[src/rtl/core/hs_pkg.sv]
// hs_pkg: sizes and sequencer state encoding for the heap sorter
// no dependencies; used by heap_sorter
package hs_pkg;

  localparam int DEPTH = 64;                  // store capacity
  localparam int AW    = $clog2(DEPTH);       // store address width
  localparam int CW    = $clog2(DEPTH + 1);   // count width, holds DEPTH itself
  localparam int LW    = AW + 2;              // child index width (2*root+2)
  localparam int DW    = 32;                  // element width

  typedef enum logic [9:0] {
    S_LOAD   = 10'b00_0000_0001,
    S_FETCH  = 10'b00_0000_0010,
    S_ROOT   = 10'b00_0000_0100,
    S_KIDS   = 10'b00_0000_1000,
    S_CMPL   = 10'b00_0001_0000,
    S_CMPR   = 10'b00_0010_0000,
    S_XFETCH = 10'b00_0100_0000,
    S_XSWAP  = 10'b00_1000_0000,
    S_ERD    = 10'b01_0000_0000,
    S_EOUT   = 10'b10_0000_0000
  } state_t;

endpackage

[src/rtl/core/heap_sorter.sv]
// heap_sorter: collects signed values, heapsorts them in place, emits ascending
// depends on hs_pkg

// Values are taken one per cycle into a store of DEPTH entries (in_stall low
// while loading). The transaction marked last is stored (if there is room) and
// starts the sort; values arriving with the store full are discarded and every
// result of that run carries dropped. The sort runs on a single two-read,
// one-write store and one shared signed comparator: each sift-down level
// reads the children, compares the left one, then compares the right one and
// writes; a sift first fetches its root value while the heap is built, and
// reads the root and swaps it with the tail during extraction. The run then
// emits the results in ascending order, each read from the store and held
// until the output can take it. The block is busy after the last transaction,
// with in_stall high, and the final result carries end_of_run. The next set
// can be loaded while the last result still waits in the output register.
module heap_sorter
  import hs_pkg::*;
(
  input  logic                 clk,
  input  logic                 rst_n,
  input  logic                 in_valid,
  output logic                 in_stall,
  input  logic signed [DW-1:0] in_value,
  input  logic                 in_last,
  output logic                 out_valid,
  input  logic                 out_stall,
  output logic signed [DW-1:0] out_sorted_value,
  output logic                 out_end_of_run,
  output logic                 out_dropped
);

  logic signed [DW-1:0] mem [DEPTH];
  logic signed [DW-1:0] rd_a_r, rd_b_r;

  state_t               state_r, state_nxt;
  logic [CW-1:0]        count_r, count_nxt;
  logic                 ovf_r, ovf_nxt;
  logic [CW-1:0]        n_r, n_nxt;
  logic [CW-1:0]        i_r, i_nxt;
  logic [CW-1:0]        len_r, len_nxt;
  logic [AW-1:0]        root_r, root_nxt;
  logic [AW-1:0]        bigi_r, bigi_nxt;
  logic                 moved_r, moved_nxt;
  logic                 build_r, build_nxt;
  logic [AW-1:0]        k_r, k_nxt;
  logic signed [DW-1:0] vr_r, vr_nxt;
  logic signed [DW-1:0] best_r, best_nxt;

  logic                 out_valid_r, out_valid_nxt;
  logic signed [DW-1:0] out_value_r, out_value_nxt;
  logic                 out_end_r, out_end_nxt;
  logic                 out_drop_r, out_drop_nxt;

  logic                 we_c;
  logic [AW-1:0]        wa_c, ra_c, rb_c;
  logic signed [DW-1:0] wd_c;

  logic [LW-1:0]        lc_c, rc_c, len_ext;
  logic signed [DW-1:0] cmp_x, cmp_y;
  logic                 gt_c, take_c, full_c, load_out;
  logic [CW-1:0]        n_new;
  logic [CW-1:0]        half_n;

  assign lc_c    = {1'b0, root_r, 1'b1};
  assign rc_c    = lc_c + LW'(1);
  assign len_ext = LW'(len_r);
  assign full_c  = (count_r >= CW'(DEPTH));
  assign n_new   = full_c ? count_r : count_r + CW'(1);
  assign half_n  = n_new >> 1;

  // the one comparator, shared by the left and right child checks
  always_comb begin
    if (state_r == S_CMPR) begin
      cmp_x = rd_b_r;
      cmp_y = best_r;
    end else begin
      cmp_x = rd_a_r;
      cmp_y = vr_r;
    end
  end
  assign gt_c = cmp_x > cmp_y;

  assign load_out = !out_valid_r || !out_stall;

  always_comb begin
    ra_c = lc_c[AW-1:0];
    rb_c = rc_c[AW-1:0];
    case (state_r)
      S_FETCH:  ra_c = root_r;
      S_XFETCH: begin
        ra_c = '0;
        rb_c = AW'(i_r - CW'(1));
      end
      S_ERD, S_EOUT: ra_c = k_r;
      default: ;
    endcase
  end

  always_comb begin
    state_nxt     = state_r;
    count_nxt     = count_r;
    ovf_nxt       = ovf_r;
    n_nxt         = n_r;
    i_nxt         = i_r;
    len_nxt       = len_r;
    root_nxt      = root_r;
    bigi_nxt      = bigi_r;
    moved_nxt     = moved_r;
    build_nxt     = build_r;
    k_nxt         = k_r;
    vr_nxt        = vr_r;
    best_nxt      = best_r;
    out_valid_nxt = out_valid_r && out_stall;
    out_value_nxt = out_value_r;
    out_end_nxt   = out_end_r;
    out_drop_nxt  = out_drop_r;
    we_c          = 1'b0;
    wa_c          = root_r;
    wd_c          = vr_r;
    take_c        = 1'b0;

    case (state_r)
      S_LOAD: begin
        if (in_valid) begin
          if (!full_c) begin
            we_c      = 1'b1;
            wa_c      = count_r[AW-1:0];
            wd_c      = in_value;
            count_nxt = count_r + CW'(1);
          end else begin
            ovf_nxt = 1'b1;
          end
          if (in_last) begin
            n_nxt     = n_new;
            count_nxt = '0;
            k_nxt     = '0;
            if (n_new > CW'(1)) begin
              build_nxt = 1'b1;
              i_nxt     = half_n;
              root_nxt  = AW'(half_n - CW'(1));
              len_nxt   = n_new;
              state_nxt = S_FETCH;
            end else begin
              state_nxt = S_ERD;
            end
          end
        end
      end

      S_FETCH: state_nxt = S_ROOT;

      S_ROOT: begin
        vr_nxt    = rd_a_r;
        state_nxt = S_CMPL;
      end

      S_KIDS: state_nxt = S_CMPL;

      S_CMPL: begin
        take_c    = (lc_c < len_ext) && gt_c;
        best_nxt  = take_c ? rd_a_r : vr_r;
        bigi_nxt  = take_c ? lc_c[AW-1:0] : root_r;
        moved_nxt = take_c;
        state_nxt = S_CMPR;
      end

      S_CMPR: begin
        take_c = (rc_c < len_ext) && gt_c;
        we_c   = 1'b1;
        wa_c   = root_r;
        if (moved_r || take_c) begin
          // larger child moves up into the hole, hole moves down
          wd_c      = take_c ? rd_b_r : best_r;
          root_nxt  = take_c ? rc_c[AW-1:0] : bigi_r;
          state_nxt = S_KIDS;
        end else begin
          wd_c = vr_r;
          if (build_r) begin
            if (i_r > CW'(1)) begin
              i_nxt     = i_r - CW'(1);
              root_nxt  = AW'(i_r - CW'(2));
              state_nxt = S_FETCH;
            end else begin
              build_nxt = 1'b0;
              i_nxt     = n_r;
              state_nxt = S_XFETCH;
            end
          end else begin
            i_nxt = i_r - CW'(1);
            if (i_r > CW'(2)) begin
              state_nxt = S_XFETCH;
            end else begin
              state_nxt = S_ERD;
            end
          end
        end
      end

      S_XFETCH: state_nxt = S_XSWAP;

      S_XSWAP: begin
        // root goes to the end of the heap, old tail value sifts from the top
        we_c      = 1'b1;
        wa_c      = AW'(i_r - CW'(1));
        wd_c      = rd_a_r;
        vr_nxt    = rd_b_r;
        root_nxt  = '0;
        len_nxt   = i_r - CW'(1);
        state_nxt = S_KIDS;
      end

      S_ERD: state_nxt = S_EOUT;

      S_EOUT: begin
        if (load_out) begin
          out_valid_nxt = 1'b1;
          out_value_nxt = rd_a_r;
          out_drop_nxt  = ovf_r;
          out_end_nxt   = (CW'(k_r) + CW'(1) == n_r);
          if (CW'(k_r) + CW'(1) == n_r) begin
            ovf_nxt   = 1'b0;
            state_nxt = S_LOAD;
          end else begin
            k_nxt     = k_r + AW'(1);
            state_nxt = S_ERD;
          end
        end
      end

      default: state_nxt = S_LOAD;
    endcase
  end

  // store: one write port, two registered read ports
  always_ff @(posedge clk) begin
    if (we_c) begin
      mem[wa_c] <= wd_c;
    end
    rd_a_r <= mem[ra_c];
    rd_b_r <= mem[rb_c];
  end

  always_ff @(posedge clk) begin
    if (!rst_n) begin
      state_r     <= S_LOAD;
      count_r     <= '0;
      ovf_r       <= 1'b0;
      out_valid_r <= 1'b0;
    end else begin
      state_r     <= state_nxt;
      count_r     <= count_nxt;
      ovf_r       <= ovf_nxt;
      out_valid_r <= out_valid_nxt;
    end
  end

  always_ff @(posedge clk) begin
    n_r         <= n_nxt;
    i_r         <= i_nxt;
    len_r       <= len_nxt;
    root_r      <= root_nxt;
    bigi_r      <= bigi_nxt;
    moved_r     <= moved_nxt;
    build_r     <= build_nxt;
    k_r         <= k_nxt;
    vr_r        <= vr_nxt;
    best_r      <= best_nxt;
    out_value_r <= out_value_nxt;
    out_end_r   <= out_end_nxt;
    out_drop_r  <= out_drop_nxt;
  end

  assign in_stall         = (state_r != S_LOAD);
  assign out_valid        = out_valid_r;
  assign out_sorted_value = out_value_r;
  assign out_end_of_run   = out_end_r;
  assign out_dropped      = out_drop_r;

endmodule

[config.mk]
export PLATFORM = sky130hd
export DESIGN_NAME = heap_sorter
export DESIGN_NICKNAME = d
export VERILOG_FILES = /design/src/rtl/core/hs_pkg.sv /design/src/rtl/core/heap_sorter.sv
export SDC_FILE = /design/constraint.sdc
export NUM_CORES = 2
export LEC_CHECK = 0
export ABC_AREA = 0
export BUFFER_PORTS_ARGS = -buffer_cell sky130_fd_sc_hd__buf_2
export CAP_MARGIN = 20
export CORE_MARGIN = 3
export CORE_UTILIZATION = 43
export DETAILED_ROUTE_END_ITERATION = 10
export HOLD_SLACK_MARGIN = 0.1
export SETUP_SLACK_MARGIN = 0.15
export SYNTH_ARGS = -nofsm -noshare
export SYNTH_HDL_FRONTEND = slang
export SYNTH_SLANG_ARGS = --single-unit
[constraint.sdc]
create_clock -name clk -period 8.2 [get_ports clk]
set_input_delay 1.64 -clock clk [delete_from_list [all_inputs] [get_ports clk]]
set_output_delay 1.64 -clock clk [all_outputs]
set_load 0.02 [all_outputs]
======== Yosys cells after proc, flatten, opt, wreduce, memory -nomap -nowiden ========
Memories as Yosys holds them, arrays and structs flattened. A register that Yosys moved wholly into a read port is not among the register bits.
Index checks and enable logic that the tools add are counted.
operators by class
  $add $sub $neg .......................... 7
  equality and inequality tests ........... 22
  reduce and logical (&&, ||, !) cells .... 24
  multiplexer cells ....................... 70
  magnitude comparators ................... 7
operators by type and width
  cell                                                                  number
  32-bit two-way mux                                                    7
  32-bit case mux with 3 select lines                                   1
  6-bit two-way mux                                                     15
  10-bit case mux with 9 select lines                                   1
  7-bit two-way mux                                                     12
  32-bit case mux with 2 select lines                                   1
  10-bit two-way mux                                                    5
  6-bit case mux with 3 select lines                                    2
  32-bit > comparator                                                   1
  7-bit case mux with 2 select lines                                    2
  9-bit two-way mux                                                     3
  6-bit case mux with 2 select lines                                    2
  1-bit two-way mux                                                     16
  2-bit inequality test, second input constant                          8
  5-bit AND reduction                                                   3
  7-bit by 1-bit > comparator with 1-bit output, second input constant  2
  10-bit by 1-bit == test with 1-bit output, second input constant      1
  10-bit == test, second input constant                                 1
  10-bit by 2-bit == test with 1-bit output, second input constant      1
  10-bit by 3-bit == test with 1-bit output, second input constant      1
  10-bit by 4-bit == test with 1-bit output, second input constant      1
  10-bit by 5-bit == test with 1-bit output, second input constant      1
  10-bit by 6-bit == test with 1-bit output, second input constant      1
  10-bit by 7-bit == test with 1-bit output, second input constant      1
  28 further kinds                                                      41
word-level totals
  memories ................................ 1
  RAM bits ................................ 2048
  word-level logic and storage cells ...... 149
  output and inout bits ................... 36
  register bits ........................... 158
  bits of input ports ..................... 37
memories
  memory  depth  width  read ports  clocked after Yosys merged registers in  write ports  RTL line           source
  mem     64     32     2           2                                        1            heap_sorter.sv:32  logic signed [DW-1:0] mem [DEPTH];

======== Logic depth before layout (Yosys ltp) ========
  depth in word-level cells ............... 7
  mapped depth ............................ 22
  gate-level depth less buffers ........... 15

======== Worst setup path after synthesis ========
No wires, ideal clock.
  kind .................................... reg-to-reg
  from .................................... register state_r[9]
  to ...................................... memory mem[0][0] (data pin)
  path buffers ............................ 5
  period minus slack after synthesis ...... 7.161 ns
  required time ........................... 7.633 ns
  arrival ................................. 6.594 ns
  stages on the path, launching flop included .. 20
  setup time .............................. 0.567 ns
  slack ................................... 1.039 ns
  cells stage by stage .................... dfxtp_1 -> or4_1 -> nor3_1 -> and3b_1 -> clkbuf_1 -> clkbuf_1 -> clkbuf_1 -> mux2i_1 -> ha_1 -> nor2b_1 -> o211ai_1 -> a21oi_1 -> a211o_1 -> a211oi_1 -> o221ai_1 -> nand3_1 -> clkbuf_1 -> clkbuf_1 -> a31oi_1 -> o221ai_1
between the ends
  longest elaborated chain between the ends .. 7
  elaborated cells between the ends (all ways) .. 11
  classes of those cells .................. order compare: 1; eq/ne: 3; mux: 5; reduce/logical: 2
RTL lines
  item                                                           RTL line                                source
  start: declaration                                             heap_sorter.sv:35                       state_t state_r, state_nxt;
  start signal: assignment                                       heap_sorter.sv:250                      state_r <= state_nxt;
  10-bit by 6-bit == test with 1-bit output                      heap_sorter.sv:73, heap_sorter.sv:122
  32-bit two-way mux                                             heap_sorter.sv:73                       if (state_r == S_CMPR) begin
  32-bit > comparator                                            heap_sorter.sv:81                       assign gt_c = cmp_x > cmp_y;
  1-bit logical AND                                              heap_sorter.sv:168                      take_c = (rc_c < len_ext) && gt_c;
  32-bit two-way mux / 1-bit logical OR (equally long branches)  heap_sorter.sv:173, heap_sorter.sv:171
  32-bit two-way mux                                             heap_sorter.sv:171                      if (moved_r || take_c) begin
  32-bit case mux with 3 select lines *                          heap_sorter.sv:122                      case (state_r)
  net wd_c[0]                                                    heap_sorter.sv:56                       logic signed [DW-1:0] wd_c;
  end: declaration                                               heap_sorter.sv:32
The timed path passes the listed nets; every way through them passes the cells marked *.

======== Final worst setup path ========
  from .................................... register state_r[9]
  to ...................................... memory mem[38][9] (data pin)
Same word-level chain as after synthesis.

==> results.tsv <==
metric	value	unit
final hold slack	0.4775	ns
CTS Buffer Depth	3	
Die H	511.1	um
setup bufs post-CTS	0	
status	finished with violations	
Nets	10510	
Root Buffer Master	clkbuf_16	
total core area	252600	um2
initial antenna violation count	33	
Post-DP HPWL	271600	um
DR iter-0 viols	14690	
relative slew slack	-2.509	%
Starting Density	43.44	%
CP Data Arrival Time	7.67	ns
Chip Width	511.1	um
clock input transition at the sequential cells of the worst setup and hold paths	0.06	ns
die area	261200	um2
Via density	6.508	
DR WL/cell	31.25	um
Worst path max stage delay	0.80	ns
PostCTS Resize Cnt	0	
post-synth net total	10660	
largest net degree at the start of global routing	141	
first-pass GRT wire length	616800	um
fin crit period	6.971	ns
Fin Setup TNS	0	ns
hold buffers post-CTS	0	
RSZ-0062 raised after global routing	false	
Area Growth Syn to Fin	11.83	%
GPL Wtd Cong	0.9551	
failing checks	capacitance limit, slew limit	
reg-to-reg endpoint	mem[38][9]$_DFFE_PP_	
Post-synth EDFFs	2187	
critical path class	reg2reg	
gr ovfl total	0	
flop-to-flop setup slack	1.23	ns
required time worst endpoint	8.90	ns
register area share after synthesis	61.37	%
Layout Skew	0.05833	ns
maximum vdd ir drop	283.8	uV
synthesized cell area	109700	um2
Max H-tree Level	4	
Slowest-stage cell, CP	a221o_2	
CTS tree	done	
I/O pin total	73	
clock sink count	2270	
CTS Buf Count	233	
placed insts	13520	
maximum clock frequency	143.5	MHz
Static Leak	43.10	nW
PortBufs	72	
Non-Filler Instances	13990	
Reg2Reg Depth	17	
final setup vio count	0	
Residual DRC	0	
Worst Min Path Start	ovf_r$_SDFFE_PN0P_	
Hold Path Depth	0	
crit-path cells	or4_1 -> nor3_1 -> and3b_4 -> buf_4 -> mux2i_1 -> ha_1 -> nor2b_1 -> o211ai_1 -> a21oi_1 -> a211o_1 -> a211oi_1 -> o221ai_1 -> nand3_2 -> a22o_1 -> buf_4 -> a221o_2 -> buf_4	
reg2reg start	state_r[9]$_SDFFE_PN0P_	
FP Rows	184	
final antenna-violating net count	0	
worst slew pin tran	1.522	ns
Crit path top cell by count	buf_4	
Detailed Route WL	437100	um
Yosys Warn Count	0	
Hold Path Class	reg2reg	
final hold viol count	0	
via count	91030	
CP max FO	42	
Slew Limit Fails	10	
ratio of final minimum period to clock period	85.01	%
Pwr Density	318.2	nW/um2
Tot GR Track Use	32.30	%
hold endpoint	out_dropped$_DFFE_PP_	
1st-pass router iterations	7	
#FFs+latches synth	2270	
Netlist cell types	81	
number of max-cap violations	1	
Synth Flop Type	edfxtp_1	
Synth Instances	10560	
number of global-route vias before repair	84280	
layout cells sized above 1	9.332	%
CP Launch Type	register	
Mapped Avg Cell Area	10.39	um2
crit end category	register	
Fill cells	22270	
async set-or-reset flop fraction in the synthesized netlist	0	%
clk_lat worst skew	0.92	ns
==> flip-flops by register name (all words and copies together) (netlist names), 7 cells and up <==
name,count
n_r,7
count_r,7
rd_b_r,32
vr_r,32
best_r,32
state_r,10
out_sorted_value,32
i_r,7
len_r,7
mem,2048
rd_a_r,32
==> kinds of logic (layout without fill, tap and decap cells) <==
| family | Yosys count | count (layout) | share of synthesized area (%) |
|---|---|---|---|
| other | 0 | 30 | 0 |
| AND/OR/NAND/NOR | 5580 | 5580 | 21.90 |
| adder cells (fa/ha/maj) | 54 | 54 | 0.6158 |
| multiplexers | 431 | 431 | 4.313 |
| flip-flops | 2270 | 2270 | 61.37 |
| AO/OA/AOI/OAI | 1331 | 1331 | 8.175 |
| buffers and inverters | 862 | 907 | 3.338 |
| XOR/XNOR | 36 | 36 | 0.2874 |
==> cell type report <==
| cell class | count | area (um2) | share of cell area [%] |
|---|---|---|---|
| flip-flops and latches | 2270 | 67330 | 54.88 |
| well taps | 3348 | 4189 | 3.414 |
| repair buffers | 423 | 3672 | 2.993 |
| clock buffers | 291 | 6203 | 5.056 |
| diodes | 30 | 75.07 | 0.06119 |
| multi-input cells | 7432 | 39590 | 32.27 |
| clock inverters | 139 | 1425 | 1.162 |
| inverters | 54 | 202.7 | 0.1652 |
==> cell usage after synthesis (all sizes together), types with 116 or more instances <==
cell type	count	area share (%)
nor2	169	0.60
o21ai	185	0.84
edfxtp	2187	60
nand4	185	1.1
and3	116	0.66
mux2i	365	3.3
a21oi	324	1.5
a211oi	151	1.0
a32oi	140	1.1
nand3	1386	6.3
buf	397	1.7
a31oi	162	0.92
clkbuf	411	1.4
nand2	3536	12
==> worst max-delay path: cells and delay by family, from the launching register on <==
kind / cells / cell delay, ns
adder cells (fa/ha/maj): 1 / 0.26
buffers and inverters: 3 / 1.05
AO/OA/AOI/OAI: 7 / 2.66
flip-flops: 1 / 0.45
multiplexers: 1 / 0.25
AND/OR/NAND/NOR: 5 / 2.02
==> stage by stage <==
| stage | util [%] | total power, W | setup slack [ns] | area, um2 |
|---|---|---|---|---|
| after floorplan | - | 0.02210 | 1.039 | 109700 |
| after global placement | 45.43 | 0.02775 | 1.334 | 114700 |
| after detailed placement | 45.48 | 0.02793 | 1.393 | 114900 |
| after CTS | 48.50 | 0.03857 | 1.371 | 122500 |
| after global routing | 48.56 | 0.04002 | 0.9040 | 122600 |
| final | 48.58 | 0.03905 | 1.229 | 122700 |
==> per-layer routing <==
metal | vias to the layer above | global-route usage (%) | wire length [um]
met5 | - | 0.5479 | 196
met4 | 26 | 15.64 | 23970
met3 | 1376 | 9.374 | 62740
met2 | 7238 | 48.00 | 188400
met1 | 44160 | 43.33 | 161700
li1 | 38230 | - | -
==> worst max path at each step <==
stage                                 start                    to  slack [ns]  depth (start not counted)
finish              state_r[9]$_SDFFE_PN0P_  mem[38][9]$_DFFE_PP_        1.23                         17
global route        state_r[9]$_SDFFE_PN0P_  mem[40][3]$_DFFE_PP_        0.90                         17
global placement    state_r[9]$_SDFFE_PN0P_  mem[45][9]$_DFFE_PP_        1.33                         17
CTS                 state_r[9]$_SDFFE_PN0P_  mem[35][9]$_DFFE_PP_        1.37                         17
floorplan           state_r[9]$_SDFFE_PN0P_   mem[0][0]$_DFFE_PP_        1.04                         19
detailed placement  state_r[9]$_SDFFE_PN0P_  mem[47][3]$_DFFE_PP_        1.39                         17
==> cells in the final DEF, fill, tap and decap left out, types with 19 or more instances in the layout <==
| cell | netlist | routed |
|---|---|---|
| and3_1 | 116 | 114 |
| inv_1 | 54 | 54 |
| or4_1 | 37 | 37 |
| mux4_2 | 28 | 28 |
| clkbuf_16 | 0 | 237 |
| a311oi_1 | 83 | 83 |
| clkinv_2 | 0 | 45 |
| bufinv_16 | 0 | 26 |
| diode_2 | 0 | 30 |
| mux2_2 | 37 | 37 |
| mux2i_1 | 363 | 362 |
| o211ai_1 | 20 | 20 |
| nand2_1 | 3536 | 3524 |
| a211oi_1 | 150 | 146 |
| o22ai_1 | 73 | 73 |
| nand3_1 | 1386 | 1384 |
| ha_1 | 54 | 54 |
| a21oi_1 | 324 | 322 |
| a32oi_1 | 140 | 140 |
| nor2_4 | 1 | 69 |
| edfxtp_1 | 2187 | 2187 |
| nor3_1 | 31 | 31 |
| dfxtp_1 | 83 | 83 |
| a221o_2 | 0 | 19 |
| o2111ai_1 | 19 | 19 |
| nor4_1 | 27 | 25 |
| nand4_1 | 185 | 185 |
| buf_12 | 0 | 52 |
| a31oi_1 | 162 | 162 |
| buf_2 | 245 | 74 |
| o21ai_0 | 175 | 175 |
| buf_4 | 24 | 292 |
| clkbuf_1 | 411 | 47 |
| nor2_1 | 166 | 98 |
| nor2b_1 | 37 | 36 |
| xnor2_1 | 21 | 21 |
| clkinv_1 | 0 | 41 |
==> report_power, final <==
group          switching (W)  total, W  internal, W
registers           0.000624    0.0161       0.0155
logic                0.00936    0.0121      0.00274
clock network        0.00466    0.0108      0.00616
total                 0.0146    0.0390       0.0244
Note: power is estimated with default switching activity, not from simulation.
